## config.mk

```make
export PLATFORM = sky130hd
export DESIGN_NAME = key_click_long_press_detector_core
export DESIGN_NICKNAME = d
export VERILOG_FILES = /design/src/kcl_pkg.sv /design/src/kcl_key_fsm.sv /design/src/key_click_long_press_detector_core.sv
export SDC_FILE = /design/constraint.sdc
export NUM_CORES = 1
export LEC_CHECK = 0
export BUFFER_PORTS_ARGS = -buffer_cell sky130_fd_sc_hd__buf_2
export CAP_MARGIN = 30
export CORE_MARGIN = 2
export CORE_UTILIZATION = 50
export CTS_CLUSTER_DIAMETER = 30
export CTS_CLUSTER_SIZE = 14
export DETAILED_ROUTE_END_ITERATION = 12
export PLACE_DENSITY = 0.67
export SYNTH_ARGS = -nofsm -noshare
export SYNTH_HDL_FRONTEND = slang
export SYNTH_HIERARCHICAL = 1
export SYNTH_SLANG_ARGS = --single-unit
```

## constraint.sdc

```tcl
create_clock -name clk -period 5.27 [get_ports clk]
set_input_delay 1.054 -clock clk [delete_from_list [all_inputs] [get_ports clk]]
set_output_delay 1.054 -clock clk [all_outputs]
set_load 0.01 [all_outputs]
```

## src/kcl_pkg.sv

```systemverilog
`default_nettype none
// ----------------------------------------------------------------------------
// kcl_pkg: shared types and constants
// Request codes, register indexes, reset values and the control bundle that
// the core sends to each key machine.
// ----------------------------------------------------------------------------
package kcl_pkg;

  localparam int unsigned REG_W = 8;

  localparam logic [1:0] REQ_TICK  = 2'd0;
  localparam logic [1:0] REQ_CHECK = 2'd1;
  localparam logic [1:0] REQ_CLEAR = 2'd2;

  localparam logic [1:0] CFG_SAMPLE_DIVIDER = 2'd0;
  localparam logic [1:0] CFG_LONG_LIMIT     = 2'd1;
  localparam logic [1:0] CFG_CLICK_DELAY    = 2'd2;

  localparam logic [REG_W-1:0] RST_SAMPLE_DIVIDER = 8'd20;
  localparam logic [REG_W-1:0] RST_LONG_LIMIT     = 8'd50;
  localparam logic [REG_W-1:0] RST_CLICK_DELAY    = 8'd1;

  // event bits
  localparam logic [1:0] EV_LONG  = 2'b01;
  localparam logic [1:0] EV_CLICK = 2'b10;
  localparam logic [1:0] EV_ALL   = 2'b11;

  typedef struct packed {
    logic       sample;    // take a pin sample this cycle
    logic       pin;       // pin level for the sample
    logic [1:0] clr_mask;  // event bits to drop
  } kcl_key_ctrl_t;

endpackage
`default_nettype wire

```

## src/kcl_key_fsm.sv

```systemverilog
`default_nettype none
// ----------------------------------------------------------------------------
// kcl_key_fsm: one key machine
// Edge detection on sampled levels, hold / release-wait counting and the
// latched long-press and click event bits of a single key.
// ----------------------------------------------------------------------------
module kcl_key_fsm (
  input  wire logic                           clk,
  input  wire logic                           rst_n,
  input  wire kcl_pkg::kcl_key_ctrl_t         ctrl,
  input  wire logic [kcl_pkg::REG_W-1:0]      long_limit,
  input  wire logic [kcl_pkg::REG_W-1:0]      click_delay,
  output logic      [1:0]                     pending
);
  import kcl_pkg::*;

  typedef enum logic [1:0] {
    MODE_IDLE    = 2'd0,
    MODE_HOLD    = 2'd1,
    MODE_RELEASE = 2'd2
  } mode_t;

  mode_t            mode_r, mode_nxt;
  logic             prev_r, curr_r;
  logic [REG_W-1:0] hold_r, hold_nxt;
  logic [REG_W-1:0] hold_inc;
  logic [1:0]       pend_r, pend_nxt;
  logic [1:0]       ev_set;
  logic             fall, rise;

  assign fall     = curr_r & ~ctrl.pin;
  assign rise     = ~curr_r & ctrl.pin;
  assign hold_inc = hold_r + 1'b1;

  always_comb begin
    mode_nxt = mode_r;
    hold_nxt = hold_r;
    ev_set   = 2'b00;
    if (ctrl.sample) begin
      unique case (mode_r)
        MODE_IDLE: begin
          if (fall) begin
            mode_nxt = MODE_HOLD;
            hold_nxt = '0;
          end
        end
        MODE_HOLD: begin
          hold_nxt = hold_inc;
          if (hold_inc >= long_limit) begin
            mode_nxt = MODE_IDLE;
            ev_set   = EV_LONG;
          end
          // release wins the mode even when the limit was reached
          if (rise) begin
            mode_nxt = MODE_RELEASE;
            hold_nxt = '0;
          end
        end
        MODE_RELEASE: begin
          hold_nxt = hold_inc;
          if (hold_inc >= click_delay) begin
            mode_nxt = MODE_IDLE;
            ev_set   = EV_CLICK;
          end
        end
        default: begin
          mode_nxt = mode_r;
        end
      endcase
    end
    pend_nxt = (pend_r | ev_set) & ~ctrl.clr_mask;
  end

  always_ff @(posedge clk) begin
    if (!rst_n) begin
      mode_r <= MODE_IDLE;
      prev_r <= 1'b0;
      curr_r <= 1'b0;
      hold_r <= '0;
      pend_r <= 2'b00;
    end else begin
      mode_r <= mode_nxt;
      hold_r <= hold_nxt;
      pend_r <= pend_nxt;
      if (ctrl.sample) begin
        prev_r <= curr_r;
        curr_r <= ctrl.pin;
      end
    end
  end

  assign pending = pend_r;

  // prev_r only feeds the checks below; edges use curr_r against the new pin
  a_clear_drops: assert property (@(posedge clk) disable iff (!rst_n)
    (ctrl.clr_mask != 2'b00) |=> ((pend_r & $past(ctrl.clr_mask)) == 2'b00))
    else $error("masked events survived a clear");

  a_rise_release: assert property (@(posedge clk) disable iff (!rst_n)
    (ctrl.sample && mode_r == MODE_HOLD && rise)
      |=> (mode_r == MODE_RELEASE && hold_r == '0 && !prev_r && curr_r))
    else $error("rising edge in hold did not enter release-wait");

  a_no_sample_hold: assert property (@(posedge clk) disable iff (!rst_n)
    (rst_n && !ctrl.sample) |=> ($stable(mode_r) && $stable(hold_r) && $stable(curr_r)))
    else $error("key machine moved without a sample");

endmodule
`default_nettype wire

```

## src/key_click_long_press_detector_core.sv

```systemverilog
`default_nettype none
// ----------------------------------------------------------------------------
// key_click_long_press_detector_core: click / long-press detector
// Prescaled sampling of active-low keys, per-key event latching, and
// tick / check / clear requests answered with one result per item.
// ----------------------------------------------------------------------------
// One item is accepted every clock cycle while in_stall is low; its result passes
// through the input register and then the result register.
// While a result waits on a stalled output, the input register still takes
// one more item, and the input stalls only once both registers are full.
// All key machines update in parallel in the cycle between the two
// registers, so the rate is set by that single stage.
// Configuration registers are 8 bits and take effect on the next item.
module key_click_long_press_detector_core #(
  parameter int unsigned NUM_KEYS = 4
) (
  input  wire logic                      clk,
  input  wire logic                      rst_n,
  input  wire logic                      in_valid,
  output logic                           in_stall,
  input  wire logic [1:0]                in_req_type,
  input  wire logic [3:0]                in_pin_levels,
  input  wire logic [1:0]                in_key_index,
  input  wire logic [1:0]                in_event_mask,
  output logic                           out_valid,
  input  wire logic                      out_stall,
  output logic                           out_event_hit,
  input  wire logic                      cfg_we,
  input  wire logic [1:0]                cfg_index,
  input  wire logic [kcl_pkg::REG_W-1:0] cfg_wdata
);
  import kcl_pkg::*;

  localparam int unsigned PIN_BITS = 4;

  logic [REG_W-1:0] div_r, long_r, click_r;
  logic [REG_W-1:0] tick_r, tick_nxt, tick_inc;
  logic             tick_wrap;

  logic             s1_valid_r;
  logic [1:0]       s1_req_r;
  logic [3:0]       s1_pins_r;
  logic [1:0]       s1_key_r;
  logic [1:0]       s1_mask_r;
  logic             s1_fire;
  logic             in_take;

  logic             out_valid_r;
  logic             out_hit_r;
  logic             hit;

  kcl_key_ctrl_t    key_ctrl [NUM_KEYS];
  logic [1:0]       key_pend [NUM_KEYS];

  // configuration
  always_ff @(posedge clk) begin
    if (!rst_n) begin
      div_r   <= RST_SAMPLE_DIVIDER;
      long_r  <= RST_LONG_LIMIT;
      click_r <= RST_CLICK_DELAY;
    end else if (cfg_we) begin
      unique case (cfg_index)
        CFG_SAMPLE_DIVIDER: div_r   <= cfg_wdata;
        CFG_LONG_LIMIT:     long_r  <= cfg_wdata;
        CFG_CLICK_DELAY:    click_r <= cfg_wdata;
        default:            div_r   <= div_r;
      endcase
    end
  end

  // handshake: the stage advances when the result register is free or drains
  assign s1_fire  = s1_valid_r && (!out_valid_r || !out_stall);
  assign in_stall = s1_valid_r && !s1_fire;
  assign in_take  = in_valid && !in_stall;

  always_ff @(posedge clk) begin
    if (!rst_n) begin
      s1_valid_r <= 1'b0;
    end else if (in_take) begin
      s1_valid_r <= 1'b1;
    end else if (s1_fire) begin
      s1_valid_r <= 1'b0;
    end
  end

  always_ff @(posedge clk) begin
    if (in_take) begin
      s1_req_r  <= in_req_type;
      s1_pins_r <= in_pin_levels;
      s1_key_r  <= in_key_index;
      s1_mask_r <= in_event_mask;
    end
  end

  // prescaler
  assign tick_inc  = tick_r + 1'b1;
  assign tick_wrap = (s1_req_r == REQ_TICK) && (tick_inc >= div_r);

  always_comb begin
    tick_nxt = tick_r;
    if (s1_fire && s1_req_r == REQ_TICK) begin
      tick_nxt = tick_wrap ? '0 : tick_inc;
    end
  end

  always_ff @(posedge clk) begin
    if (!rst_n) begin
      tick_r <= '0;
    end else begin
      tick_r <= tick_nxt;
    end
  end

  // per-key control and check result
  always_comb begin
    hit = 1'b0;
    for (int k = 0; k < NUM_KEYS; k++) begin
      key_ctrl[k].sample   = s1_fire && tick_wrap;
      key_ctrl[k].pin      = (k < PIN_BITS) ? s1_pins_r[k % PIN_BITS] : 1'b1;
      key_ctrl[k].clr_mask = 2'b00;
      if (s1_fire && s1_req_r == REQ_CLEAR) begin
        key_ctrl[k].clr_mask = EV_ALL;
      end
      if (s1_req_r == REQ_CHECK && int'(s1_key_r) == k) begin
        if ((key_pend[k] & s1_mask_r) != 2'b00) begin
          hit = 1'b1;
        end
        if (s1_fire) begin
          key_ctrl[k].clr_mask = s1_mask_r;
        end
      end
    end
  end

  for (genvar g = 0; g < NUM_KEYS; g++) begin : g_key
    kcl_key_fsm u_key (
      .clk         (clk),
      .rst_n       (rst_n),
      .ctrl        (key_ctrl[g]),
      .long_limit  (long_r),
      .click_delay (click_r),
      .pending     (key_pend[g])
    );
  end

  // result register
  always_ff @(posedge clk) begin
    if (!rst_n) begin
      out_valid_r <= 1'b0;
    end else if (s1_fire) begin
      out_valid_r <= 1'b1;
    end else if (!out_stall) begin
      out_valid_r <= 1'b0;
    end
  end

  always_ff @(posedge clk) begin
    if (s1_fire) begin
      out_hit_r <= hit;
    end
  end

  assign out_valid     = out_valid_r;
  assign out_event_hit = out_hit_r;

  a_stall_needs_item: assert property (@(posedge clk) disable iff (!rst_n)
    !s1_valid_r |-> !in_stall)
    else $error("input stalled with an empty input register");

  a_wrap_zero: assert property (@(posedge clk) disable iff (!rst_n)
    (s1_fire && tick_wrap) |=> (tick_r == '0))
    else $error("prescaler did not restart after a sample");

  a_hit_only_check: assert property (@(posedge clk) disable iff (!rst_n)
    (s1_fire && s1_req_r != REQ_CHECK) |=> (out_valid_r && !out_hit_r))
    else $error("hit reported for a non-check item");

  a_fire_gives_result: assert property (@(posedge clk) disable iff (!rst_n)
    s1_fire |=> out_valid_r)
    else $error("processed item produced no result");

endmodule
`default_nettype wire
```

---- After elaboration in Yosys (flattened, before gate mapping) ----
Cells that the tools add are included.
operators by class
  $add $sub $neg .......................... 5
  magnitude comparators ................... 9
  equal/unequal tests ..................... 28
  mux-type cells .......................... 67
  bitwise gates (word level) .............. 32
  reduce and logical (&&, ||, !) cells .... 43
operators by type and width
  cell                   count
  $pmux W8 S3            4
  $ge A8 B8 Y1           9
  $mux W8                9
  $mux W2                30
  $add A8 B1 Y8 const B  5
  $pmux W2 S3            4
  $reduce_and A5 Y1      4
  $ne A2 B1 Y1 const B   9
  $and A2 B2 Y2          8
  $eq A2 B2 Y1 const B   8
  $mux W1                16
  $pmux W2 S2            4
  $eq A2 B1 Y1 const B   7
  $logic_not A2 Y1       7
  $ne A3 B1 Y1 const B   4
  $reduce_and A3 Y1      4
  $reduce_bool A3 Y1     4
  $logic_and A1 B1 Y1    11
  $reduce_bool A2 Y1     5
  $and A1 B1 Y1          8
  $not A1 Y1             8
  $not A2 Y2             4
  $or A2 B2 Y2           4
  $reduce_and A2 Y1      3
  other kinds (2)        5
storage, ports and cells
  flip-flop bits (word level) ............. 97
  bits of input ports ..................... 25
  output and inout bits ................... 3

---- Logic depth before layout (Yosys ltp) ----
  word-level depth ........................ 10
  mapped depth ............................ 14
  mapped depth without buffers ............ 13

---- By module ----
Netlist, hierarchy kept.
by module, submodules not included
  module                              instances  cells each  area an instance (sq um)
  kcl_key_fsm                         4          134         1111.1
  key_click_long_press_detector_core  1          231         2083.2

---- Worst setup path after synthesis ----
Ideal clock, no wire load.
  kind .................................... input to register
  start point ............................. in out_stall
  end point ............................... reg g_key[0].u_key.hold_r[3]
  setup time .............................. 80 ps
  arrival ................................. 3403 ps
  data required time ...................... 5190 ps
  path slack .............................. 1788 ps
  stages on the path ...................... 10
  buffers on the path ..................... 3
  path through ............................ a21bo_1 -> buf_6 -> or3_1 -> buf_6 -> nor2_1 -> nand3b_1 -> nor2_1 -> buf_4 -> a41oi_1 -> nor3b_1
RTL lines
  element               RTL line                                  text
  from (decl)           key_click_long_press_detector_core.sv:26  input wire logic out_stall,
  to (signal assigned)  kcl_key_fsm.sv:83                         hold_r <= hold_nxt;
  to (decl)             kcl_key_fsm.sv:25                         logic [REG_W-1:0] hold_r, hold_nxt;

==> impl_results.md <==
- Status: completed
- Vias in the first global route: 5230
- Clock buffer depth: 2
- Clock Skew: 0.00702 ns
- Post-route ant nets: 0
- First-pass GRT wire length: 25100 um
- Die height: 118 um
- Crit path DAT: 3.79 ns
- Fin crit share: 0.671
- Placed cell areas: 6790 um^2
- Post-CTS Hold Fix Bufs: 0
- Synthesized area: 6530 um^2
- Total power draw: 1590 uW
- Layout Nets: 905
- Share of layout cells above drive strength 1: 0.0821
- Die Width: 118 um
- Die area: 14000 um^2
- Gate power share: 0.072
- Sequential-to-total area share from yosys stat: 0.314
- Int Power: 1210 uW
- Crit path max fanout: 20
- Syn avg cell area: 8.51 um^2
- Post-route cell area: 7110 um^2
- Fin cells: 964
- Max-slew headroom: 0.426
- Most common cell after layout, fill and taps aside: ha_1
- Sequential power share: 0.490
- Initial antenna violation count: 0
- Top cell by count, worst path: nor2_1
- Root buf cell: clkbuf_16
- Number of flops mapped to enable cells by yosys: 11
- Worst Path Required: 5.53 ns
- DR pass1 iterations: 5
- CP peak stage delay: 0.60 ns
- CTS tree: done
- GPL Wtd Cong: 0.839
- Crit path buf inv count: 1
- Pwr dens: 223 nW/um^2
- Largest net degree at the start of global routing: 51
- IO buf count: 27
- Max IR drop VDD: 271 uV
- # clock sinks: 97
- Post-CTS setup buffers: 0
- Initial DRC Count: 215
- Number of buffers created by CTS: 9
- Total gr overflow: 0
- Setup violators final: 0
- Final setup TNS: 0 ns
- Leak: 0.00312 uW
- Starting Density: 0.515
- Worst setup SP type: flip-flop
- Drt wl/cell: 15.7 um
- Post-DP HPWL: 11400 um
- Dpl cells: 948
- Sw Share: 0.239
- Ys Warns: 6
- Synth cell types: 50
- Final hold violations: 0
- Clk_lat worst skew: 0.35 ns
- Synth Flop Type: dfxtp_1
- Detailed-route DRC error count: 0
- Max Freq: 283 MHz
- Min Hold Slack: 0.488 ns
- Switch Pwr: 379 uW
- Synth-to-layout area growth: 8.86%
- Most frequent cells in the layout: ha_1, inv_1, dfxtp_1
- Antenna diode instance count: 0
- H-tree levels: 3
- Routed via count: 5445
- Crit-path leading delay family: simple AND/OR/NAND/NOR gates
- Final wirelength: 15100 um
- CP cell instances: ha_1 -> nand3_1 -> nor2_1 -> xor2_1 -> ha_1 -> o21ai_0 -> nor2_1 -> a31oi_1 -> nor2_1 -> buf_4 -> nand3b_1 -> nor2_1 -> a21oi_1 -> a311oi_1
- Tightest Pin Transition: 0.855 ns
- Row count: 41
- Clk pwr share: 0.438
- Clock Pin Slew Worst Setup and Hold Paths: 0.07 ns
- Syn nets: 885
- IO Count: 28
- Vias/cell: 5.65
- Crit Path Class: flip-flop to flip-flop
- Hold WC Path Type: flip-flop to flip-flop
- Crit path time final: 3.54 ns
- Final Max Slew Viols: 0
- Core area: 12700 um^2
- Synthesis-stage register bit count: 97
- # resized after CTS: 0
- Gr usage total: 0.224
- Unrepaired setup endpoints after global routing: no
- Ys async rst share: 0
- CP Capture Type: flip-flop
- Maxcap violations: 0
- Mapped Cells: 767
- Worst path slowest cell: nor2_1
flip-flops by register name, indices dropped and copies added, names as in the netlist, 8 cells and up:
register / flops
g_key.u_key/pending: 8
long_r: 8
tick_r: 8
div_r: 8
g_key.u_key/mode_r: 8
click_r: 8
g_key.u_key/hold_r: 32
synthesized netlist by cell type (9+ instances only):
master | count | area [um^2]
nor2b_1 | 18 | 113
edfxtp_1 | 11 | 330
o21ai_0 | 14 | 70.1
clkbuf_1 | 12 | 45.0
nor3b_1 | 9 | 67.6
o211ai_1 | 10 | 75.1
nand2_1 | 57 | 214
dfxtp_1 | 86 | 1720
xor2_1 | 11 | 96.3
nor2_1 | 82 | 308
a41oi_1 | 16 | 140
and3_1 | 13 | 81.3
mux2i_1 | 21 | 210
nand3_1 | 29 | 145
a22oi_1 | 14 | 105
a21oi_1 | 41 | 205
nand4_1 | 9 | 56.3
xnor2_1 | 19 | 166
ha_1 | 93 | 1160
inv_1 | 88 | 330
power by group through the flow:
stage	Combinational (uW)	Sequential [uW]	Clock, uW
detailed placement	113	794	0
global route	129	779	740
CTS	114	777	712
floorplan	80.9	785	0
global placement	108	794	0
finish	114	777	694
routing by layer:
metal | track usage | part of all wire | up-vias
met2 | 0.374 | 0.46 | 111
met4 | 0.0889 | 0.023 | 0
met3 | 0.0410 | 0.045 | 27
li1 | - | - | 2749
met1 | 0.286 | 0.47 | 2558
met5 | 0 | 0 | -
logic make-up (layout without fill, tap and decap cells):
group,after synthesis,count (layout),share of synthesized area
simple gates,251,251,0.186
compound gates,156,156,0.169
buf+inv,114,139,0.0709
flops,97,97,0.314
fa+ha+maj,93,93,0.178
xor+xnor,30,30,0.0403
mux,26,26,0.0408
metrics by stage:
stage,setup WS (ns),util
global placement,1.77,0.536
CTS,1.74,0.561
detailed placement,1.58,0.536
floorplan,1.79,-
global route,1.42,0.561
finish,1.73,0.561
final cells by class:
| class | instances | area (um^2) |
|---|---|---|
| Sequential cell | 97 | 2050 |
| Fill cell | 1161 | 5570 |
| Timing Repair Buffer | 31 | 165 |
| Inverter | 92 | 345 |
| Tap cell | 172 | 215 |
| Clock buffer | 11 | 254 |
| Clock inverter | 5 | 61.3 |
| Multi-Input combinational cell | 556 | 4010 |
worst paths after layout:
path,startpoint,end,depth (start not counted),slack (ns)
worst min register to register,tick_r[7],tick_r[7],2,0.49
worst min-delay path,tick_r[7],tick_r[7],2,0.49
worst max register to register,tick_r[0],g_key[3].u_key/hold_r[5],14,1.73
worst max-delay path,tick_r[0],g_key[3].u_key/hold_r[5],14,1.73
worst reg2reg max path, delay by kind of cell (launching register included):
kind,cells,cell delay (ns)
AND/OR/NAND/NOR,6,1.46
AO/OA/AOI/OAI,4,0.60
adder cells (fa/ha/maj),2,0.46
flip-flops,1,0.39
buffers and inverters,1,0.29
XOR/XNOR,1,0.24
(Power assumes the default switching activity.)
